File: src/hw/rtl/lkpm_pkg.sv
package lkpm_pkg;

  localparam int KW_TABLE         = 8;
  localparam int KW_MAX_LEN       = 23;
  localparam int KW_TEXT_W        = KW_MAX_LEN * 8;
  localparam int NUM_KEYWORDS_DEF = 8;
  localparam int MAX_LINE_DEF     = 32;

  localparam logic [7:0] NEWLINE = 8'h0A;

  typedef struct packed {
    logic       found;
    logic [2:0] index;
  } lkpm_res_t;

  // Each keyword sits right-aligned: its last character is in the low byte.
  localparam logic [KW_TEXT_W-1:0] KW_TEXT [KW_TABLE] = '{
    KW_TEXT_W'({"led_all", "_on"}),
    KW_TEXT_W'({"led_all", "_off"}),
    KW_TEXT_W'({"shift_left", "_led_on"}),
    KW_TEXT_W'({"shift_right", "_led_on"}),
    KW_TEXT_W'({"shift_left", "_keep_led_on"}),
    KW_TEXT_W'({"shift_right", "_keep_led_on"}),
    KW_TEXT_W'({"flower", "_on"}),
    KW_TEXT_W'({"flower", "_off"})
  };

  localparam logic [4:0] KW_LEN [KW_TABLE] = '{
    5'd10, 5'd11, 5'd17, 5'd18, 5'd22, 5'd23, 5'd9, 5'd10
  };

  // Character of keyword k at position p; valid only for p below the keyword length.
  function automatic logic [7:0] kw_char(input logic [2:0] k, input logic [4:0] p);
    logic [KW_TEXT_W-1:0] txt;
    logic [4:0]           sh;
    txt = KW_TEXT[k];
    sh  = KW_LEN[k] - 5'd1 - p;
    if (p < KW_LEN[k]) begin
      kw_char = txt[{sh, 3'b000} +: 8];
    end else begin
      kw_char = 8'h00;
    end
  endfunction

endpackage

File: src/hw/rtl/line_keyword_prefix_matcher.sv
// Line keyword prefix matcher.
// Input channel: one received byte per beat on in_rx_byte (in_valid/in_ready).
// Bytes are grouped into lines ended by 0x0A. At each newline the block tests
// whether the line starts with one of the first NumKeywords (at most eight)
// fixed command keywords, in table order, and emits one result beat: out_found
// and out_keyword_index (the first matching keyword, 0 when nothing matched).
// Other bytes give no result. A newline held in the input register moves its
// result into the result register once that is free or being drained.
// Throughput: one byte per cycle unless a newline waits on a held result; the
// per-byte compare of all keyword characters at a position is combinational.
// Reset (rst_n low, synchronous) empties both register stages, clears the line
// position and marks every keyword as still matching.
// When the receiver stalls, the result is held; ordinary bytes keep flowing
// through the input register, and only a second newline waits until the
// held result is taken.
module line_keyword_prefix_matcher #(
  parameter int NumKeywords = lkpm_pkg::NUM_KEYWORDS_DEF,
  parameter int MaxLine     = lkpm_pkg::MAX_LINE_DEF
) (
  input  logic       clk,
  input  logic       rst_n,
  input  logic       in_valid,
  output logic       in_ready,
  input  logic [7:0] in_rx_byte,
  output logic       out_valid,
  input  logic       out_ready,
  output logic       out_found,
  output logic [2:0] out_keyword_index
);
  import lkpm_pkg::*;

  logic       in_valid_r, in_valid_nxt;
  logic [7:0] in_byte_r;
  logic       out_valid_r, out_valid_nxt;
  lkpm_res_t  res_r;
  lkpm_res_t  res;
  logic       s1_nl;
  logic       s1_go;

  assign s1_nl = (in_byte_r == NEWLINE);
  // A newline advances only if the result register is free or being drained.
  assign s1_go = in_valid_r && (!s1_nl || !out_valid_r || out_ready);
  assign in_ready = !in_valid_r || s1_go;

  lkpm_match #(
    .NumKeywords(NumKeywords),
    .MaxLine    (MaxLine)
  ) u_match (
    .clk   (clk),
    .rst_n (rst_n),
    .step_i(s1_go),
    .byte_i(in_byte_r),
    .res_o (res)
  );

  always_comb begin
    in_valid_nxt = in_ready ? in_valid : in_valid_r;
    out_valid_nxt = out_valid_r;
    if (s1_go && s1_nl) begin
      out_valid_nxt = 1'b1;
    end else if (out_ready) begin
      out_valid_nxt = 1'b0;
    end
  end

  always_ff @(posedge clk) begin
    if (!rst_n) begin
      in_valid_r  <= 1'b0;
      out_valid_r <= 1'b0;
    end else begin
      in_valid_r  <= in_valid_nxt;
      out_valid_r <= out_valid_nxt;
    end
  end

  always_ff @(posedge clk) begin
    if (in_valid && in_ready) begin
      in_byte_r <= in_rx_byte;
    end
    if (s1_go && s1_nl) begin
      res_r <= res;
    end
  end

  assign out_valid         = out_valid_r;
  assign out_found         = res_r.found;
  assign out_keyword_index = res_r.index;

endmodule

File: src/hw/rtl/lkpm_match.sv
module lkpm_match #(
  parameter int NumKeywords = lkpm_pkg::NUM_KEYWORDS_DEF,
  parameter int MaxLine     = lkpm_pkg::MAX_LINE_DEF
) (
  input  logic                  clk,
  input  logic                  rst_n,
  input  logic                  step_i,
  input  logic [7:0]            byte_i,
  output lkpm_pkg::lkpm_res_t   res_o
);
  import lkpm_pkg::*;

  localparam int NumActive = (NumKeywords < KW_TABLE) ? NumKeywords : KW_TABLE;
  localparam int PosW      = $clog2(MaxLine + 1);

  logic [PosW-1:0]      pos_r, pos_nxt;
  logic [NumActive-1:0] alive_r, alive_nxt;
  logic                 is_nl;

  assign is_nl = (byte_i == NEWLINE);

  // First keyword in table order whose flag survived and whose length was reached.
  always_comb begin
    res_o = '0;
    for (int k = NumActive - 1; k >= 0; k--) begin
      if (alive_r[k] && (6'(pos_r) >= {1'b0, KW_LEN[k]})) begin
        res_o.found = 1'b1;
        res_o.index = 3'(k);
      end
    end
  end

  always_comb begin
    pos_nxt   = pos_r;
    alive_nxt = alive_r;
    if (step_i) begin
      if (is_nl) begin
        pos_nxt   = '0;
        alive_nxt = '1;
      end else if (pos_r < PosW'(MaxLine)) begin
        for (int k = 0; k < NumActive; k++) begin
          if ((6'(pos_r) < {1'b0, KW_LEN[k]}) &&
              (kw_char(3'(k), pos_r[4:0]) != byte_i)) begin
            alive_nxt[k] = 1'b0;
          end
        end
        pos_nxt = pos_r + PosW'(1);
      end
    end
  end

  always_ff @(posedge clk) begin
    if (!rst_n) begin
      pos_r   <= '0;
      alive_r <= '1;
    end else begin
      pos_r   <= pos_nxt;
      alive_r <= alive_nxt;
    end
  end

endmodule

File: config.mk
export PLATFORM = sky130hd
export DESIGN_NAME = line_keyword_prefix_matcher
export DESIGN_NICKNAME = d
export VERILOG_FILES = /design/src/hw/rtl/lkpm_pkg.sv /design/src/hw/rtl/line_keyword_prefix_matcher.sv /design/src/hw/rtl/lkpm_match.sv
export SDC_FILE = /design/constraint.sdc
export NUM_CORES = 1
export LEC_CHECK = 0
export BUFFER_PORTS_ARGS = -buffer_cell sky130_fd_sc_hd__buf_2
export CAP_MARGIN = 20
export CORE_UTILIZATION = 55
export DETAILED_ROUTE_END_ITERATION = 8
export PLACE_DENSITY_LB_ADDON = 0.3
export SLEW_MARGIN = 20
export SYNTH_ARGS = -nofsm -noshare
export SYNTH_HDL_FRONTEND = slang
export SYNTH_SLANG_ARGS = --single-unit
File: constraint.sdc
create_clock -name clk -period 3.1 [get_ports clk]
set_input_delay 0.62 -clock clk [delete_from_list [all_inputs] [get_ports clk]]
set_output_delay 0.62 -clock clk [all_outputs]
set_load 0.1 [all_outputs]
# ---- Word-level counts from Yosys, hierarchy flattened
# Index checks and enable logic that the tools add are counted.
dict set report word_totals {
  register_bits 28
  in_bits 12
  output_inout_bits 6
  word_cells 163
}
dict set report op_classes {
  add_sub_neg 8
  n_lt_le_gt_ge 22
  n_eq_ne 9
  shift 8
  n_mux 53
  reduce_logical 47
}
# operator n
set op_table {}
lappend op_table {{$shiftx A184 B9 Y8 const A} 8}
lappend op_table {{$mux W8} 34}
lappend op_table {{$ne A8 B8 Y1} 8}
lappend op_table {{$ge A6 B5 Y1 const B} 4}
lappend op_table {{$lt A6 B5 Y1 const B} 4}
lappend op_table {{$reduce_and A3 Y1} 8}
lappend op_table {{$lt A5 B5 Y1 const B} 4}
lappend op_table {{$reduce_bool A2 Y1} 10}
lappend op_table {{$sub A5 B5 Y5 const A} 4}
lappend op_table {{$logic_and A1 B1 Y1} 19}
lappend op_table {{$ge A6 B4 Y1 const B} 3}
lappend op_table {{$lt A6 B4 Y1 const B} 3}
lappend op_table {{$lt A5 B4 Y1 const B} 3}
lappend op_table {{$sub A4 B5 Y5 const A} 3}
lappend op_table {{$mux W6} 2}
lappend op_table {{$mux W1} 11}
lappend op_table {{$mux W3} 3}
lappend op_table {{$eq A8 B4 Y1 const B} 1}
lappend op_table {{$reduce_or A7 Y1} 1}
lappend op_table {{$add A6 B1 Y6 const B} 1}
lappend op_table {{$lt A6 B6 Y1 const B} 1}
lappend op_table {{$mux W2} 2}
lappend op_table {{$mux W4} 1}
lappend op_table {{$reduce_or A4 Y1} 1}
lappend op_table {{other kinds (4)} 8}

# ---- Longest topological paths before layout
# Gate-level depths: netlist of run 1.
dict set report depth {
  ltp_word 11
  depth_mapped 14
  depth_no_buf 11
}

# ---- By module
# From an unflattened synthesis of run 1, not the netlist that was laid out.
dict set report unflattened {
  cells_unflattened 621
  hier_area_um2 4424.2
}
# mod n_inst cells_per_inst area_each_um2 seq_area_each_um2
set by_module_without_submodules {}
lappend by_module_without_submodules {lkpm_match 1 594 3911.3 280.3}
lappend by_module_without_submodules {line_keyword_prefix_matcher 1 27 513.0 400.4}

# ---- Least setup slack after synthesis of run 1
# Ideal clock, no wire load.
dict set report synth_timing {
  path_kind {reg-to-reg}
  from {register u_match.pos_r[0]}
  to {register u_match.alive_r[6]}
  setup_time_ps 69
  arrival_ps 3165
  t_required_ps 3031
  setup_slack_ps -134
  stages_incl_launch_ff 14
  path_buffers 3
  period_less_slack_ps 3234
  path_cell_list {dfxtp_1 > clkbuf_1 > clkinv_1 > ha_1 > clkbuf_1 > xor2_1 > clkbuf_1 > nand2_1 > mux2i_1 > xor2_1 > o41ai_1 > a22oi_1 > or4_1 > o21ai_1}
}
dict set report synth_between {
  elab_chain_cells 10
  elab_cells_between_ends 14
  cone_classes {1 x add/sub; 3 x order compare; 1 x eq/ne; 1 x shift; 4 x mux; 4 x reduce/logical}
}
# item line_no
set synth_rtl {}
lappend synth_rtl {{from (decl)} lkpm_match.sv:16} ;# logic [PosW-1:0] pos_r, pos_nxt;
lappend synth_rtl {{from (signal assigned)} lkpm_match.sv:57} ;# pos_r <= pos_nxt;
lappend synth_rtl {{$sub A4 B5 Y5} lkpm_pkg.sv:37} ;# sh = KW_LEN[k] - 5'd1 - p;
lappend synth_rtl {{$shiftx A184 B9 Y8} lkpm_pkg.sv:39} ;# kw_char = txt[{sh, 3'b000} +: 8];
lappend synth_rtl {{$mux W8} lkpm_pkg.sv:38} ;# if (p < KW_LEN[k]) begin
lappend synth_rtl {{$mux W8} lkpm_match.sv:40} ;# end else if (pos_r < PosW'(MaxLine)) begin
lappend synth_rtl {{$mux W8} lkpm_match.sv:37} ;# if (is_nl) begin
lappend synth_rtl {{$mux W8} lkpm_match.sv:36} ;# if (step_i) begin
lappend synth_rtl {{$ne A8 B8 Y1} lkpm_match.sv:43} ;# (kw_char(3'(k), pos_r[4:0]) != byte_i)) begin
lappend synth_rtl {{$logic_and A1 B1 Y1} lkpm_match.sv:42} ;# if ((6'(pos_r) < {1'b0, KW_LEN[k]}) &&
lappend synth_rtl {{$reduce_bool A2 Y1 (no line)} n/a}
lappend synth_rtl {{$reduce_and A3 Y1 (no line) (*)} n/a}
lappend synth_rtl {{to (signal assigned)} lkpm_match.sv:58} ;# alive_r <= alive_nxt;
lappend synth_rtl {{to (decl)} lkpm_match.sv:17} ;# logic [NumActive-1:0] alive_r, alive_nxt;
# Mark *: on every way between the ends. The rest lies on a longest branch, timed or not. The select of a mux whose other input is x is not followed.
# A chain may end at the register's enable or synchronous reset.

# ---- Final worst setup path of run 1
dict set report layout_timing {
  from {register u_match.pos_r[0]}
  to {register u_match.alive_r[4]}
}
dict set report layout_between {
  elab_chain_cells 10
  elab_cells_between_ends 14
  cone_classes {1 x add/sub; 3 x order compare; 1 x eq/ne; 1 x shift; 4 x mux; 4 x reduce/logical}
}
# item line_no
set layout_rtl {}
lappend layout_rtl {{$sub A5 B5 Y5} lkpm_pkg.sv:37}
lappend layout_rtl {{$shiftx A184 B9 Y8} lkpm_pkg.sv:39}
lappend layout_rtl {{$mux W8} lkpm_pkg.sv:38}
lappend layout_rtl {{$mux W8} lkpm_match.sv:40}
lappend layout_rtl {{$mux W8} lkpm_match.sv:37}
lappend layout_rtl {{$mux W8} lkpm_match.sv:36}
lappend layout_rtl {{$ne A8 B8 Y1} lkpm_match.sv:43}
lappend layout_rtl {{$logic_and A1 B1 Y1} lkpm_match.sv:42}
lappend layout_rtl {{$reduce_bool A2 Y1 (no line)} n/a}
lappend layout_rtl {{$reduce_and A3 Y1 (no line) (*)} n/a}
# Marks and branches as above.

==> metrics.md, run 1 <==
| Metric | Value |
|---|---|
| Final GP Congestion | about 0.96 |
| Worst-margin pin slew | between 0.7 and 0.8 ns |
| Failing checks | negative setup slack |
| Longest Clk Path Bufs | 2 |
| XOR/XNOR Fraction of Synth Area | 9.44% |
| Die Wd | ~94 um |
| Chip height | 94.0 um |
| Post-synthesis register bit count | 28 |
| Share of the synthesized area in the top cell type | 7.75% |
| DIE AREA | just under 0.009 mm2 |
| Total wire length | roughly 15000 um |
| Largest net degree at the start of global routing | 29 |
| Final period util | 101% |
| Clk slew on worst S/H paths | 0.11 ns |
| N_diodes | 0 |
| Routed Antenna Nets | 0 |
| Fin. max-slew vios | 0 |
| Storage cell area | 682 um2 |
| CP endpoint kind | register |
| # IOs | 18 |
| Post-synth EDFFs | 12 |
| PwrDens | 265 mW/mm2 |
| Sequential area share after synthesis | 14.6% |
| Post-synthesis adder-cell area fraction | about 4.3% |
| Grt total ovfl | 0 |
| First-pass GRT wire length | 24000 um |
| Post-layout util | 61.9% |
| Mapped Area | around 0.0047 mm2 |
| Post-placement cell area | 0.00498 mm2 |
| Initial DRC Count | 591 |
| Final nets | 698 |
| Post-route insts no fill | 774 |
| Largest family of logic cells by synthesized area | compound AO/OA/AOI/OAI gates |
| # fillers | 721 |
| Final HPWL DP | 11200 um |
| Mux share of post-synthesis cell area | 6.75% |
| Library cells used by synthesis | 81 |
| RSZ-0062 raised after global routing | yes |
| Predominant post-synthesis flop cell | dfxtp_1 |
| Fmax | roughly 320 MHz |
| Crit path kind | register to register |
| Headroom to the max-slew limit | 47.0% |
| Worst setup path start | u_match.pos_r[0]$_SDFFE_PN0P_ |
| H-Tree Depth | 1 |
| Via density per instance | 6.65 |
| Compound-Gate Fraction of Synth Area | 31.4% |
| Inst Count DP | 770 |
| Multi-input logic area | 0.00363 mm2 |
| CTS tree | done |
| Area Overhead vs Synth | 9.33% |
| Pre-CTS setup slack | ~0.091 ns |
| HP Start | u_match.alive_r[4]$_SDFFE_PN1P_ |
| Syn nets | 679 |
| Ys Warns | 0 |
| Mean Syn Cell Area | 7.15 um2 |
| Row cnt | 33 |
| Sink Count | 28 |
| Vias in the first global route | 4556 |
| Mapped Cells | 651 |
| Setup TNS | -0.0237 ns |
| Tot GR Track Use | 35.2% |
| Port bufs | 17 |
| Status | complete, but fails checks |
| Total CTS buffers | 3 |
| Setup WS post-layout | -0.0237 ns |
| Maximum vdd drop | about 0.00028 V |
| Min cycle time layout | 3.12 ns |
| CP required | 3.31 ns |
| DRT Pass-1 Iters | 7 |
| Leak Pwr | a little under 0.002 uW |
| Top cells by area, synth | edfxtp_1, dfxtp_1, a21oi_1 |
| Fin area | 0.00509 mm2 |
| Via count | 5149 |
| Fin. Hold Viols | 0 |
| Initial antenna violation count | 0 |
| Hold-fix buffers, CTS | 0 |
| CP startpoint kind | register |
| Critical path peak fanout | 12 |
| Root Driver | clkbuf_8 |
| Largest area contributor in the netlist | edfxtp_1 |
| Latest clock arrival within the worst-skew pair | around 0.28 ns |
| Share of post-route cells with drive strength above 1 | about 16% |
| Core box area | 0.00822 mm2 |
| Post-route DRC | 0 |
| Final setup skew | 0.00533 ns |
| Synth Area in Simple Gates | 25.5% |
| Post-CTS Setup Bufs | 0 |
| Final setup vio count | 1 |
| Max Cap Viol | 0 |
| Drt wl/cell | 19.9 um |
| Initial core utilization | 56.6% |
| CP Data Arrival Time | 3.33 ns |
| Worst Hold Class | register to register |
| Reg2reg start | u_match.pos_r[0]$_SDFFE_PN0P_ |
| Post-synthesis async set-or-reset flop share | 0% |
## cell families (layout without fill, tap and decap cells)
kind of cell,Yosys count,count (layout)
muxes,28,28
AOI/OAI and AO/OA,223,223
DFF,28,28
buffers and inverters,76,94
xor gates and xnor gates,45,45
adders and majority gates,16,16
and+or+nand+nor,235,235
## worst max-delay path, stage by stage (launching register included)
cell	delay, ns
dfxtp_1	0.41
clkinv_2	0.23
ha_1	0.56
clkinv_1	0.19
buf_4	0.19
a32o_1	0.24
a2111o_1	0.37
a2111oi_0	0.36
nand4_1	0.28
a31oi_1	0.23
## cell usage after synthesis (5+ instances only)
| cell type | instances |
|---|---|
| o21ai_0 | 41 |
| o22ai_1 | 8 |
| o21a_1 | 7 |
| xor2_1 | 12 |
| nor2b_1 | 8 |
| edfxtp_1 | 12 |
| nand3_1 | 19 |
| and3_1 | 8 |
| mux2i_1 | 19 |
| a31oi_1 | 10 |
| or3_1 | 5 |
| a21boi_0 | 8 |
| nand2b_1 | 19 |
| inv_1 | 14 |
| ha_1 | 16 |
| buf_6 | 5 |
| nor2_1 | 51 |
| and2_1 | 8 |
| mux2_2 | 6 |
| o31ai_1 | 6 |
| nand4_1 | 8 |
| a21oi_1 | 63 |
| o21ai_1 | 9 |
| clkbuf_1 | 41 |
| dfxtp_1 | 16 |
| nor3_1 | 12 |
| o211ai_1 | 11 |
| nand2_1 | 65 |
| nor4_1 | 6 |
| xnor2_1 | 27 |
| nor3b_1 | 5 |
## per-layer routing
metal  routed length, um  track usage (%)  up-vias
met3                1550             6.07       59
met4                 678             14.9        0
met2                6950             56.3      290
met5                   0                0        -
li1                    -                -     2417
met1                6200             46.3     2383
## through the flow
step	power, uW	hold slack [ns]
after floorplan	860	0.452
after global placement	1020	0.470
after detailed placement	1030	0.484
after CTS	1330	0.494
after global routing	1410	0.494
final	1350	0.498
## where the power goes
group	switching, uW	internal, uW	leakage [uW]
Combinational	363	250	0.00170
Clock	129	173	0.0000357
Sequential	27.0	404	0.000247
Total	519	827	0.00198
## sequential cells by signal (all words and copies together), names as in the netlist
name / count
out_valid: 1
u_match.pos_r: 6
in_byte_r: 8
u_match.alive_r: 8
in_valid_r: 1
out_found: 1
out_keyword_index: 3
## path summary, 6_finish.rpt
check                               endpoint  slack [ns]  cells after the start
max          u_match.alive_r[4]$_SDFFE_PN1P_       -0.02                      9
min          u_match.alive_r[4]$_SDFFE_PN1P_        0.50                      2
max reg2reg  u_match.alive_r[4]$_SDFFE_PN1P_       -0.02                      9
min reg2reg  u_match.alive_r[4]$_SDFFE_PN1P_        0.50                      2
## cells in the final DEF (no fill, tap or decap), types with 8 or more instances in the layout
| cell | netlist | final |
|---|---|---|
| o21ai_0 | 41 | 41 |
| o211ai_1 | 11 | 11 |
| a21boi_0 | 8 | 8 |
| inv_1 | 14 | 13 |
| nand4_1 | 8 | 8 |
| buf_4 | 4 | 54 |
| edfxtp_1 | 12 | 12 |
| dfxtp_1 | 16 | 15 |
| and2_1 | 8 | 8 |
| mux2i_1 | 19 | 19 |
| ha_1 | 16 | 15 |
| o22ai_1 | 8 | 8 |
| o21ai_1 | 9 | 8 |
| buf_2 | 3 | 17 |
| nor2_1 | 51 | 51 |
| xnor2_1 | 27 | 27 |
| a21oi_1 | 63 | 63 |
| and3_1 | 8 | 8 |
| xor2_1 | 12 | 11 |
| nand2_1 | 65 | 65 |
| nand3_1 | 19 | 19 |
| nor3_1 | 12 | 12 |
| a31oi_1 | 10 | 10 |
| nand2b_1 | 19 | 19 |
## area by class of cell
type	count	share of cell area, %
clock inverters	1	0.590
flip-flops and latches	28	13.4
clock buffers	3	0.812
inverters	18	1.35
multi-input cells	547	71.4
repair buffers	72	9.86
well taps	105	2.58
## what timing repair did
item                                    CTS  global route
endpoints found under the setup margin    0             7
endpoints found under the hold margin     0             0
resized for setup                         0             8
(Power assumes the default switching activity.)
==> inputs of run 2 (changes only) <==
- clock period: 3.1 -> 3.6 ns (I/O delays scaled with it)
==> run 2 against run 1 <==
The flow now finishes without violations. Final area down 3.1%. Critical path type unchanged. Worst hold slack better by 0.016 ns. Highest routed layer unchanged. Critical endpoint unchanged. Worst setup slack better by 0.26 ns.
==> metrics.md, run 2 (synthesis gave the netlist of run 1 again) <==
| Metric | Value |
|---|---|
| Status | complete, no violations |
| Longest Clk Path Bufs | 2 (unchanged) |
| CTS tree | done |
| Routed Antenna Nets | 0 (unchanged) |
| N_diodes | 0 (unchanged) |
| Post-CTS Setup Bufs | 0 (unchanged) |
| Grt met1 use | 45.2% (-1.1 points) |
| Sink Count | 28 (unchanged) |
| DIE AREA | 0.00883 mm2 (unchanged) |
| Root Driver | clkbuf_8 |
| Via density per instance | 6.73 (+1.2%) |
| H-Tree Depth | 1 (unchanged) |
| Final GP Congestion | 0.963 (+0.22%) |
| Port bufs | 17 (unchanged) |
| Worst-margin pin slew | 0.826 ns (+0.0359 ns) |
| Clock power frac | 23.1% (+0.6 points) |
| Final HPWL DP | 11000 um (-1.4%) |
| Seq pwr share | 32.5% (+0.5 points) |
| Largest net degree at the start of global routing | 28 (-3.4%) |
| DRT Pass-1 Iters | 5 (-2) |
| Maximum vdd drop | 0.000217 V (-21%) |
| Worst Path Buf+Inv | 1 (-2) |
| Final period util | 93.5% (-7.3 points) |
| Slowest cell on the critical path | ha_1 |
| Commonest non-fill, non-tap cell in the layout | nand2_1 |
| Switching Share | 38.7% (+0.15 points) |
| Fin. Hold Viols | 0 (unchanged) |
| CP delay by family, top | compound AO/OA/AOI/OAI gates |
| RSZ-0062 raised after global routing | no |
| Grt total ovfl | 0 (unchanged) |
| Area Overhead vs Synth | 5.97% |
| CP Data Arrival Time | 3.59 ns (+0.26 ns) |
| Initial DRC Count | 574 (-2.9%) |
| Drt wl/cell | 20.1 um (+1.0%) |
| Crit path kind | register to register |
| Max stage delay on crit path | 0.49 ns (-0.07 ns) |
| Final setup skew | 0.00652 ns (+0.00119 ns) |
| Sw Pwr | 443 uW (-15%) |
| Largest registers | in_byte_r (8), u_match.alive_r (8), u_match.pos_r (6) |
| Headroom to the max-slew limit | 44.6% (-2.4 points) |
| Via count | 5104 (-0.87%) |
| Worst Hold Class | register to register |
| Most frequent cells in the layout | nand2_1, a21oi_1, nor2_1 |
| CP endpoint kind | register |
| Initial antenna violation count | 0 (unchanged) |
| Min cycle time layout | 3.36 ns (+0.241 ns) |
| Tot GR Track Use | 35.3% (+0.15 points) |
| Chip height | 94.0 um (unchanged) |
| Initial core utilization | 56.6% (unchanged) |
| Fmax | 297 MHz (-7.2%) |
| Levels on crit path | 9 (unchanged) |
| CP required | 3.83 ns (+0.52 ns) |
| Fin. max-slew vios | 0 (unchanged) |
| CP startpoint kind | register |
| Share of post-route cells with drive strength above 1 | 13.3% (-3.1 points) |
| Pre-CTS setup slack | 0.331 ns (+0.240 ns) |
| Setup WS post-layout | 0.235 ns (+0.259 ns) |
| Latest clock arrival within the worst-skew pair | 0.29 ns (about the same) |
| Clk slew on worst S/H paths | 0.11 ns (about the same) |
| Core box area | 0.00822 mm2 (unchanged) |
| Critical path peak fanout | 9 (-3) |
| Cell Int Power | 701 uW (-15%) |
| PwrDens | 232 mW/mm2 (-12%) |
| Final nets | 682 (-2.3%) |
| Hold-critical path depth | 2 (unchanged) |
| Vias in the first global route | 4691 (+3.0%) |
| First-pass GRT wire length | 24100 um (+0.37%) |
| Worst path cell trace | clkinv_1 -> ha_1 -> a221o_1 -> nand2_1 -> o21bai_1 -> a2111o_1 -> a2111oi_0 -> nand4_1 -> a31oi_1 |
| Total CTS buffers | 3 (unchanged) |
| Leak Pwr | 0.00191 uW (-4.0%) |
| Met3 Usage GRT | 5.50% (-0.57 points) |
| Post-CTS Resized | 0 (unchanged) |
| Logic pwr share | 44.4% (-1.1 points) |
| Max Cap Viol | 0 (unchanged) |
| Total wire length | 15200 um (-1.1%) |
| Busiest layer in global routing | met2 |
| Row cnt | 33 (unchanged) |
| Final setup vio count | 0 (-1) |
| Worst Reg-to-Reg Cells | 9 (unchanged) |
| Hold-fix buffers, CTS | 0 (unchanged) |
| # IOs | 18 (unchanged) |
| Post-route DRC | 0 (unchanged) |
| Setup TNS | 0 ns (+0.0237 ns) |
| Met2 usage | 56.4% (+0.12 points) |
| Die Wd | 94.0 um (unchanged) |
==> run 2: cell count changes in the layout (fill, tap and decap cells not counted), sizes merged <==
cell,change
buf,-16
==> run 2: final timing paths <==
| check | startpoint | endpoint | slack, ns |
|---|---|---|---|
| setup / recovery | u_match.pos_r[0]$_SDFFE_PN0P_ | u_match.alive_r[4]$_SDFFE_PN1P_ | 0.24 |
| hold / removal | u_match.alive_r[4]$_SDFFE_PN1P_ | u_match.alive_r[4]$_SDFFE_PN1P_ | 0.51 |
| setup reg to reg | u_match.pos_r[0]$_SDFFE_PN0P_ | u_match.alive_r[4]$_SDFFE_PN1P_ | 0.24 |
| hold reg to reg | u_match.alive_r[4]$_SDFFE_PN1P_ | u_match.alive_r[4]$_SDFFE_PN1P_ | 0.51 |
==> run 2: power groups by stage <==
stage                     logic [uW]  registers (uW)  clock network, uW
after floorplan                  374             366                  0
after CTS                        494             371                267
final                            508             372                264
after global placement           483             378                  0
after global routing             546             375                281
after detailed placement         491             378                  0
==> run 2: area by class of cell <==
type | count | area, um2
clock buffers | 3 | 41.3
flip-flops and latches | 28 | 682
fillers | 748 | 3290
well taps | 105 | 131
multi-input cells | 547 | 3600
clock inverters | 1 | 30.0
repair buffers | 56 | 378
inverters | 18 | 67.6
==> run 2: worst min-delay path, cell delays in order (launching register included) <==
cell,delay [ns]
dfxtp_1,0.33
nor2_1,0.10
a31oi_1,0.04
==> run 2: layer usage <==
layer  vias up  share of wire (%)  routed length (um)
li1       2381                  -                   -
met1      2354                 40                6140
met2       297                 45                6890
met3        72                9.1                1390
met5         -                  0                   0
met4         0                5.3                 801
==> run 2: through the flow <==
stage	instances	utilization, %	total power, uW	cell area [um2]	hold WS (ns)
2_1_floorplan	651	-	740	4650	0.452
5_1_grt	758	60.0	1200	4930	0.555
6_report	758	60.0	1140	4930	0.514
3_3_place_gp	754	59.1	860	4860	0.486
4_1_cts	758	60.0	1130	4930	0.514
3_5_place_dp	754	59.1	870	4860	0.491
==> inputs of run 3 (changes only) <==
- CELL_PAD_IN_SITES_DETAIL_PLACEMENT: unset -> 0
- CELL_PAD_IN_SITES_GLOBAL_PLACEMENT: unset -> 1
- CORE_UTILIZATION: 55 -> 51
==> run 3 against run 2 <==
Sequential power about the same. Global-route usage shrank 2.3 points. Routed wire length up 2.3%. Critical endpoint unchanged. Largest cell class unchanged.
==> metrics.md, run 3 (synthesis gave the netlist of run 1 again) <==
| Metric | Value |
|---|---|
| Status | complete, no violations |
| Sw Pwr | 451 uW (+1.8%) |
| Setup WS post-layout | 0.324 ns (+0.0883 ns) |
| Worst Hold Class | register to register |
| DRT Pass-1 Iters | 5 (unchanged) |
| Area Overhead vs Synth | 5.92% (about the same) |
| Largest registers | in_byte_r (8), u_match.alive_r (8), u_match.pos_r (6) |
| Final setup skew | 0.00513 ns (-0.00139 ns) |
| CTS tree | done |
| Fmax | 305 MHz (+2.7%) |
| Total CTS buffers | 3 (unchanged) |
| Headroom to the max-slew limit | 42.0% (-2.6 points) |
| CP Data Arrival Time | 3.50 ns (-0.09 ns) |
| Core box area | 0.00876 mm2 (+6.7%) |
| Die Wd | 97.5 um (+3.8%) |
| Hold-fix buffers, CTS | 0 (unchanged) |
| First-pass GRT wire length | 25300 um (+4.8%) |
| Post-CTS Resized | 0 (unchanged) |
| Tot GR Track Use | 33.1% (-2.3 points) |
| Chip height | 97.5 um (+3.8%) |
| Critical path peak fanout | 18 (+9) |
| # fillers | 865 (+16%) |
| Vias in the first global route | 4792 (+2.2%) |
| PwrDens | 234 mW/mm2 (+0.81%) |
| Commonest non-fill, non-tap cell in the layout | nand2_1 |
| N_diodes | 0 (unchanged) |
| Post-route DRC | 0 (unchanged) |
| # IOs | 18 (unchanged) |
| CP required | 3.82 ns (about the same) |
| Worst-margin pin slew | 0.864 ns (+0.0385 ns) |
| Routed Antenna Nets | 0 (unchanged) |
| Most frequent cells in the layout | nand2_1, a21oi_1, nor2_1 |
| CP endpoint kind | register |
| CP startpoint kind | register |
| Worst Reg-to-Reg Cells | 9 (unchanged) |
| Final GP Congestion | 0.976 (+1.3%) |
| Port bufs | 17 (unchanged) |
| Row cnt | 34 (+3.0%) |
| Switching Share | 39.1% (+0.40 points) |
| Leak Pwr | 0.00190 uW (-0.26%) |
| Pre-CTS setup slack | 0.369 ns (+0.0382 ns) |
| Root Driver | clkbuf_8 |
| Drt wl/cell | 20.5 um (+2.0%) |
| RSZ-0062 raised after global routing | no |
| Post-placement cell area | 0.00486 mm2 (about the same) |
| Fin. Hold Viols | 0 (unchanged) |
| Latest clock arrival within the worst-skew pair | 0.29 ns (about the same) |
| Final setup vio count | 0 (unchanged) |
| Hold-critical path depth | 2 (unchanged) |
| Initial antenna violation count | 0 (unchanged) |
| Total wire length | 15600 um (+2.3%) |
| Logic pwr share | 44.6% (+0.2 points) |
| Via density per instance | 6.64 (-1.4%) |
| Multi-input logic area | 0.00360 mm2 (unchanged) |
| Initial core utilization | 53.1% (-3.5 points) |
| Final HPWL DP | 11300 um (+2.6%) |
| DIE AREA | 0.00951 mm2 (+7.7%) |
| Initial DRC Count | 390 (-32%) |
| Clock power frac | 23.2% (about the same) |
| Clk slew on worst S/H paths | 0.11 ns (about the same) |
| Via count | 5046 (-1.1%) |
| Share of post-route cells with drive strength above 1 | 13.3% (+0.020 points) |
| Fin area | 0.00493 mm2 (about the same) |
| Min cycle time layout | 3.28 ns (-0.0883 ns) |
| Setup TNS | 0 ns (unchanged) |
| Final nets | 681 (-0.15%) |
| Cell Int Power | 702 uW (+0.11%) |
| Max Cap Viol | 0 (unchanged) |
| Maximum vdd drop | 0.000193 V (-11%) |
| Seq pwr share | 32.3% (-0.2 points) |
| H-Tree Depth | 1 (unchanged) |
| Sink Count | 28 (unchanged) |
| Post-CTS Setup Bufs | 0 (unchanged) |
| Crit path kind | register to register |
| Grt total ovfl | 0 (unchanged) |
| Final period util | 91.0% (-2.5 points) |
| Fin. max-slew vios | 0 (unchanged) |
| Longest Clk Path Bufs | 2 (unchanged) |
| Largest net degree at the start of global routing | 32 (+14%) |
| Storage cell area | 683 um2 (+0.18%) |
-- run 3: cell count changes in the layout (fill, tap and decap cells not counted), sizes merged --
cell | previous run | this run
buf | 56 | 55
-- run 3: worst max-delay path: stages, from the launching register on --
cell and delay, ns:
dfxtp_1 0.55, buf_4 0.32, ha_1 0.45, a221o_1 0.31, a21oi_1 0.09, mux2_1 0.32, a2111o_1 0.34, a2111oi_0 0.41
nand4_1 0.22, a31oi_1 0.20
-- run 3: layer usage --
layer	track usage, %	vias up	share of wire (%)
li1	-	2381	-
met1	42.8	2364	41
met2	54.4	244	46
met3	4.53	57	8.1
met4	15.2	0	4.8
met5	0	-	0
-- run 3: final timing paths --
path | to | from | slack [ns]
worst min register to register | u_match.alive_r[4]$_SDFFE_PN1P_ | u_match.alive_r[4]$_SDFFE_PN1P_ | 0.51
worst max-delay path | u_match.alive_r[4]$_SDFFE_PN1P_ | u_match.pos_r[1]$_SDFFE_PN0P_ | 0.32
worst min-delay path | u_match.alive_r[4]$_SDFFE_PN1P_ | u_match.alive_r[4]$_SDFFE_PN1P_ | 0.51
worst max register to register | u_match.alive_r[4]$_SDFFE_PN1P_ | u_match.pos_r[1]$_SDFFE_PN0P_ | 0.32
-- run 3: final cells by class --
cell class                 instances  area share (%)
inverter                          18            1.37
clock inverter                     1           0.609
multi-input combinational        547            73.1
tap                              108            2.74
sequential                        28            13.9
timing repair buffer              55            7.52
clock buffer                       3           0.838
-- run 3: metrics by stage --
| step | hold WS (ns) | power (uW) | utilization (%) | std cells |
|---|---|---|---|---|
| floorplan | 0.452 | 740 | - | 651 |
| global placement | 0.470 | 870 | 55.4 | 756 |
| detailed placement | 0.498 | 877 | 55.4 | 756 |
| CTS | 0.510 | 1140 | 56.2 | 760 |
| global route | 0.534 | 1210 | 56.2 | 760 |
| finish | 0.513 | 1150 | 56.2 | 760 |
-- run 3: power groups by stage --
stage	Combinational [uW]	Clock (uW)	Sequential (uW)
5_1_grt	560	279	374
6_report	514	267	372
4_1_cts	502	267	371
3_3_place_gp	492	0	377
2_1_floorplan	374	0	366
3_5_place_dp	499	0	378
